## src/rtl/evhf_pkg.sv

```systemverilog
// Shared types and constants of the ego velocity and heading fusion block.
package evhf_pkg;

  localparam int unsigned Q_W        = 32;  // Q16.16 sample word
  localparam int unsigned LIM_W      = 31;  // spike and age limits
  localparam int unsigned GAIN_W     = 17;  // blend gain, Q1.16
  localparam int unsigned HEAD_W     = 25;  // wrapped heading
  localparam int unsigned SUM_W      = 49;  // heading sum before wrapping
  localparam int unsigned PROD_W     = 64;  // rate times step, Q32.32
  localparam int unsigned RND_W      = 48;  // product rounded to Q32.16
  localparam int unsigned CFG_IDX_W  = 3;
  localparam int unsigned CFG_DATA_W = 31;

  localparam logic [LIM_W-1:0]  GPS_AGE_RST     = 31'd3276800;
  localparam logic [LIM_W-1:0]  ACCEL_SPIKE_RST = 31'd196608;
  localparam logic [LIM_W-1:0]  YAW_SPIKE_RST   = 31'd1966080;
  localparam logic [LIM_W-1:0]  GPS_SPIKE_RST   = 31'd655360;
  localparam logic [GAIN_W-1:0] BLEND_GAIN_RST  = 17'd19661;
  localparam logic [LIM_W-1:0]  FALLBACK_RST    = 31'd655;
  localparam logic [GAIN_W-1:0] GAIN_ONE        = 17'd65536;

  // A full turn is 360 * 2^16 = 45 * 2^19, so the wrap works on the bits above
  // bit 18 modulo 45 and passes the low 19 bits through.
  localparam int unsigned WRAP_LO_W     = 19;
  localparam int unsigned WRAP_HI_W     = SUM_W - WRAP_LO_W;  // 30
  localparam int unsigned WRAP_DIGIT_W  = 3;
  localparam int unsigned WRAP_DIGITS   = WRAP_HI_W / WRAP_DIGIT_W;
  localparam int unsigned WRAP_REM_W    = 6;
  localparam logic [WRAP_REM_W-1:0] WRAP_MOD    = 6'd45;
  localparam logic [WRAP_REM_W-1:0] WRAP_SIGN_R = 6'd19;  // 2^30 mod 45
  localparam logic [WRAP_REM_W-1:0] WRAP_SIGN_C = 6'd26;  // 45 - 19
  localparam logic signed [SUM_W-1:0] HALF_TURN_S = 49'sd11796480;
  localparam logic [HEAD_W-1:0]       HALF_TURN   = 25'd11796480;
  localparam logic [HEAD_W:0]         FULL_TURN   = 26'd23592960;

  typedef enum logic [CFG_IDX_W-1:0] {
    CFG_GPS_AGE       = 3'd0,
    CFG_ACCEL_SPIKE   = 3'd1,
    CFG_YAW_SPIKE     = 3'd2,
    CFG_GPS_SPIKE     = 3'd3,
    CFG_BLEND_GAIN    = 3'd4,
    CFG_FALLBACK_STEP = 3'd5
  } cfg_reg_e;

  typedef enum logic [2:0] {
    MUL_NONE,
    MUL_AX,
    MUL_AY,
    MUL_YR,
    MUL_BX,
    MUL_BY
  } mul_sel_e;

  typedef enum logic [2:0] {
    ACC_NONE,
    ACC_VX,
    ACC_VY,
    ACC_H,
    ACC_BX,
    ACC_BY
  } acc_sel_e;

  typedef enum logic [3:0] {
    ST_IDLE,
    ST_CHECK,
    ST_MUL_X,
    ST_MUL_Y,
    ST_MUL_H,
    ST_ACC_H,
    ST_BLEND_X,
    ST_BLEND_Y,
    ST_BLEND_FIN,
    ST_WRAP_GO,
    ST_WRAP_WAIT
  } ctrl_state_e;

  typedef struct packed {
    logic     load;
    logic     check;
    mul_sel_e mul_sel;
    acc_sel_e acc_sel;
    logic     wrap_start;
    logic     finish;
  } evhf_cmd_t;

  typedef struct packed {
    logic use_gps;
    logic wrap_done;
  } evhf_status_t;

endpackage

```

## src/rtl/evhf_ctrl.sv

```systemverilog
// Controller: sequences one sample through the datapath and owns both handshakes.
module evhf_ctrl (
  input  logic                    clk_i,
  input  logic                    rst_ni,
  input  logic                    in_valid_i,
  output logic                    in_ready_o,
  output logic                    out_valid_o,
  input  logic                    out_ready_i,
  input  evhf_pkg::evhf_status_t  status_i,
  output evhf_pkg::evhf_cmd_t     cmd_o
);
  import evhf_pkg::*;

  ctrl_state_e state_q, state_d;
  logic        out_valid_q;

  always_ff @(posedge clk_i or negedge rst_ni) begin
    if (!rst_ni) begin
      state_q     <= ST_IDLE;
      out_valid_q <= 1'b0;
    end else begin
      state_q <= state_d;
      if (cmd_o.finish) begin
        out_valid_q <= 1'b1;
      end else if (out_ready_i) begin
        out_valid_q <= 1'b0;
      end
    end
  end

  always_comb begin
    state_d          = state_q;
    in_ready_o       = 1'b0;
    cmd_o.load       = 1'b0;
    cmd_o.check      = 1'b0;
    cmd_o.mul_sel    = MUL_NONE;
    cmd_o.acc_sel    = ACC_NONE;
    cmd_o.wrap_start = 1'b0;
    cmd_o.finish     = 1'b0;
    case (state_q)
      ST_IDLE: begin
        in_ready_o = 1'b1;
        if (in_valid_i) begin
          cmd_o.load = 1'b1;
          state_d    = ST_CHECK;
        end
      end
      ST_CHECK: begin
        cmd_o.check = 1'b1;
        state_d     = ST_MUL_X;
      end
      ST_MUL_X: begin
        cmd_o.mul_sel = MUL_AX;
        state_d       = ST_MUL_Y;
      end
      ST_MUL_Y: begin
        cmd_o.mul_sel = MUL_AY;
        cmd_o.acc_sel = ACC_VX;
        state_d       = ST_MUL_H;
      end
      ST_MUL_H: begin
        cmd_o.mul_sel = MUL_YR;
        cmd_o.acc_sel = ACC_VY;
        state_d       = ST_ACC_H;
      end
      ST_ACC_H: begin
        cmd_o.acc_sel = ACC_H;
        state_d       = status_i.use_gps ? ST_BLEND_X : ST_WRAP_GO;
      end
      // The heading wrap runs alongside the velocity blend.
      ST_BLEND_X: begin
        cmd_o.mul_sel    = MUL_BX;
        cmd_o.wrap_start = 1'b1;
        state_d          = ST_BLEND_Y;
      end
      ST_BLEND_Y: begin
        cmd_o.mul_sel = MUL_BY;
        cmd_o.acc_sel = ACC_BX;
        state_d       = ST_BLEND_FIN;
      end
      ST_BLEND_FIN: begin
        cmd_o.acc_sel = ACC_BY;
        state_d       = ST_WRAP_WAIT;
      end
      ST_WRAP_GO: begin
        cmd_o.wrap_start = 1'b1;
        state_d          = ST_WRAP_WAIT;
      end
      ST_WRAP_WAIT: begin
        if (status_i.wrap_done && (!out_valid_q || out_ready_i)) begin
          cmd_o.finish = 1'b1;
          state_d      = ST_IDLE;
        end
      end
      default: state_d = ST_IDLE;
    endcase
  end

  assign out_valid_o = out_valid_q;

endmodule

```

## config.mk

```make
export PLATFORM = sky130hd
export DESIGN_NAME = evhf_ctrl
export DESIGN_NICKNAME = d
export VERILOG_FILES = /design/src/rtl/evhf_pkg.sv /design/src/rtl/evhf_ctrl.sv
export SDC_FILE = /design/constraint.sdc
export NUM_CORES = 1
export LEC_CHECK = 0
export ABC_AREA = 1
export BUFFER_PORTS_ARGS = -buffer_cell sky130_fd_sc_hd__buf_4
export CAP_MARGIN = 20
export CORE_AREA = 2 2 39 41
export CTS_CLUSTER_DIAMETER = 100
export CTS_CLUSTER_SIZE = 25
export DETAILED_ROUTE_END_ITERATION = 8
export DIE_AREA = 0 0 41 43
export GPL_TIMING_DRIVEN = 1
export PLACE_DENSITY = 0.63
export SYNTH_ARGS = -nofsm -noshare
export SYNTH_HDL_FRONTEND = slang
export SYNTH_SLANG_ARGS = --single-unit
```

## constraint.sdc

```tcl
create_clock -name clk_i -period 2.33 [get_ports clk_i]
set_input_delay 0.3495 -clock clk_i [delete_from_list [all_inputs] [get_ports clk_i]]
set_output_delay 0.3495 -clock clk_i [all_outputs]
set_load 0.005 [all_outputs]
```

# Word level (Yosys, flattened, before mapping)

Cells that the tools add are included.

Bits in registers: 5
Word-level logic and storage cells: 37
Input port bits: 6
Output and inout port bits: 12

Multiplexer cells: 15
Reduce and logical (&&, ||, !) cells: 8
Eq/ne operators: 12

Operators by type and width:

| cell                                          | count |
|---|---|
| case mux 4 bit (10 select lines)              | 1 |
| case mux 3 bit (5 select lines)               | 2 |
| == test 4 x 3 -> 1 bit, second input constant | 4 |
| == test 4 bit, second input constant          | 3 |
| two-way mux 4 bit                             | 3 |
| two-way mux 1 bit                             | 9 |
| == test 4 x 2 -> 1 bit, second input constant | 2 |
| == test 4 x 1 -> 1 bit, second input constant | 1 |
| logical NOT 4 bit                             | 1 |
| inequality test 2 bit, second input constant  | 2 |
| OR reduction 2 bit                            | 2 |
| AND reduction 2 bit                           | 1 |
| nonzero test 2 bit                            | 1 |
| logical AND 1 bit                             | 1 |
| logical NOT 1 bit                             | 1 |
| logical OR 1 bit                              | 1 |

# Logic depth before layout (Yosys ltp)

Word-level depth: 6
Gate-level depth with buffers: 6
Gate-level depth less buffers: 6

# Worst setup path after synthesis

No wires, ideal clock.

Path kind: register to output
From: register state_q[3]
To: output port cmd_o[5] in the netlist's numbering
Data arrival time: 856 ps
Buffers on the path: 0
Cell stages (with the launch flop): 4
Slack: 1,124 ps
Data required time: 1,980 ps
Cells stage by stage: dfrtp_1 nor2_2 nand3_1 o211ai_1

RTL lines:

| what                   | RTL line        | source |
|---|---|---|
| from (decl)            | evhf_ctrl.sv:14 | `ctrl_state_e state_q, state_d;` |
| from (signal assigned) | evhf_ctrl.sv:22 | `state_q <= state_d;` |
| to (decl)              | evhf_ctrl.sv:10 | `output evhf_pkg::evhf_cmd_t cmd_o` |

==> summary.txt <==
status = finished, final reports clean
Synth area leader = dfrtp_1
Crit Path Max Fanout = 6
Reg2Reg Setup Slack = 1.24 ns
Worst Path Arrival = 1.31 ns
post_cts resized = 0
clk sink count = 5
vias in the first global route = 356
Core Footprint = 0.00138 sq mm
DRT iter0 DRCs = 7
share of layout cells above drive strength 1 = 0.424
CTS clk-pin slew, worst paths = 0.04 ns
final wirelength = 878 microns
Max Slew Vio Count = 0
htree depth = 1
post-CTS setup buffer count = 0
terminus of the critical flop-to-flop path = state_q[2]
Tcrit/Tclk final = 0.712
Post-Syn Area = 415 sq um
die width = 41 microns
Slew @ Worst Pin = 0.304 ns
Pwr Total = 699 uW
share of the synthesized area in the top cell type = 0.301
worst reg-to-reg path cell count = 5
most frequent cells in the layout = buf_4, nor2_1, nand2_1
Port Buffers = 17
non-filler cells, final = 101
Site Rows = 14
most common cell after layout, fill and taps aside = buf_4
final core utilization = 0.425
largest net degree at the start of global routing = 9
post-DP HPWL = 764 microns
Global Route Usage Sum = 0.111
Critical Path RT = 1.98 ns
hold_buf cts = 1
first-pass GRT wire length = 1320 microns
Yosys Warn Count = 0
TritonCTS Buffers = 3
Root Driver = clkbuf_4
CP startpoint kind = flip-flop
max cap viols = 0
deepest clock path buffer count = 2
Die Y = 43 microns
Worst-Skew Late Latency = 0.23 ns
DR DRC count = 0
CP endpoint = cmd_o[5]
DRT antenna net count = 0
P_leak = 0.000327 uW
initial antenna violation count = 0
Hold Crit Class = in2reg
critical path launch point = state_q[3]
kind of critical path = reg2out
vias per cell = 4.27
Synth area leaders = dfrtp_1, nor2_1, nand2_1
Nets = 92
Synth Register Bits = 5
Cells after Synth = 64
total grt overflow = 0
final hold viol count = 0
setup TNS = 0 ns
area grow syn2layout = 41.6%
Worst slew margin = 0.797
pwr dens = 1190 mW/mm^2
CP Capture Type = output pin
reg2reg start = state_q[1]
Setup violations, final = 0
router iterations before antenna repair = 4
post-synthesis average cell area = 6.49 sq um
Die ar. = 0.00176 sq mm
Post-Syn Nets = 70
CTS tree = yes
Inserted Diodes = 0
Initial Util = 0.300
num ports = 18
fmax = 0.603 GHz
Hold Slack = 0.317 ns
Cell variety after synth = 17
VDD IR max = 0.430 mV
placed cell count = 96
minimum clock period = 1.66 ns
placer congestion estimate = 0.768
average routed wire per standard cell = 8.69 microns
Seq/Total Area, Yosys = 0.301
Via Count = 431
worst clock skew = 0.000746 ns
RSZ-0062 raised after global routing = false
-- kinds of logic after synthesis --
kind of cell | Yosys count | synth area share
flops | 5 | 0.301
simple gates | 40 | 0.461
buf+inv | 14 | 0.145
compound gates | 5 | 0.0934
-- flip-flops by register name (all words and copies together) (netlist names) --
register / count
state_q: 4
out_valid_o: 1
-- worst max-delay path, stage by stage, from the launching register on --
cell	delay, ns
dfrtp_1	0.43
nor2_2	0.23
nand3_1	0.15
o211ai_1	0.12
buf_4	0.13
-- final cells by class --
type / count / area (sq um)
clock buffer: 4 / 26.3
fill: 148 / 796
sequential: 5 / 125
multi-input combinational: 45 / 230
timing repair buffer: 18 / 138
inverter: 13 / 48.8
tap: 16 / 20.0
-- per-stage QoR --
step / worst slack, ns / instance area [sq um]
2_1_floorplan: 1.12 / 415
3_3_place_gp: 0.884 / 552
3_5_place_dp: 0.910 / 552
4_1_cts: 0.646 / 588
5_1_grt: 0.544 / 588
6_report: 0.670 / 588
-- routing by layer --
layer  GRT usage  vias up  routed length (microns)
li1            -      237                        -
met1       0.131      181                      381
met2       0.172       13                      445
met3      0.0157        0                       51
met4      0.0800        0                        0
met5           0        -                        0
-- worst min-delay path by stage --
| stage | start | end | slack [ns] | cells past startpoint |
|---|---|---|---|---|
| 2_1_floorplan | rst_ni | out_valid_o | 0.05 | 0 |
| 3_3_place_gp | rst_ni | out_valid_o | 0.15 | 1 |
| 3_5_place_dp | rst_ni | out_valid_o | 0.15 | 1 |
| 4_1_cts | out_ready_i | out_valid_o | 0.31 | 2 |
| 5_1_grt | out_ready_i | out_valid_o | 0.30 | 2 |
| 6_report | out_ready_i | out_valid_o | 0.32 | 2 |
-- cell usage after synthesis --
library cell and instances:
o21ai_0 1, buf_6 1, o21ai_2 1, nand4_1 1, nand3b_1 1, o21ai_1 1
inv_2 5, nand2_2 4, inv_1 8, dfrtp_1 5, nand3_1 6, o211ai_1 1
nor2_1 12, nor2_2 4, nor2_4 1, o22ai_2 1, nand2_1 11
-- power by group --
part           switching (uW)  total (uW)  internal, uW
clock                    31.5        96.0          64.5
combinational             222         422           200
sequential               59.7         181           121
total                     313         699           386
Note: power is estimated with default switching activity, not from simulation.
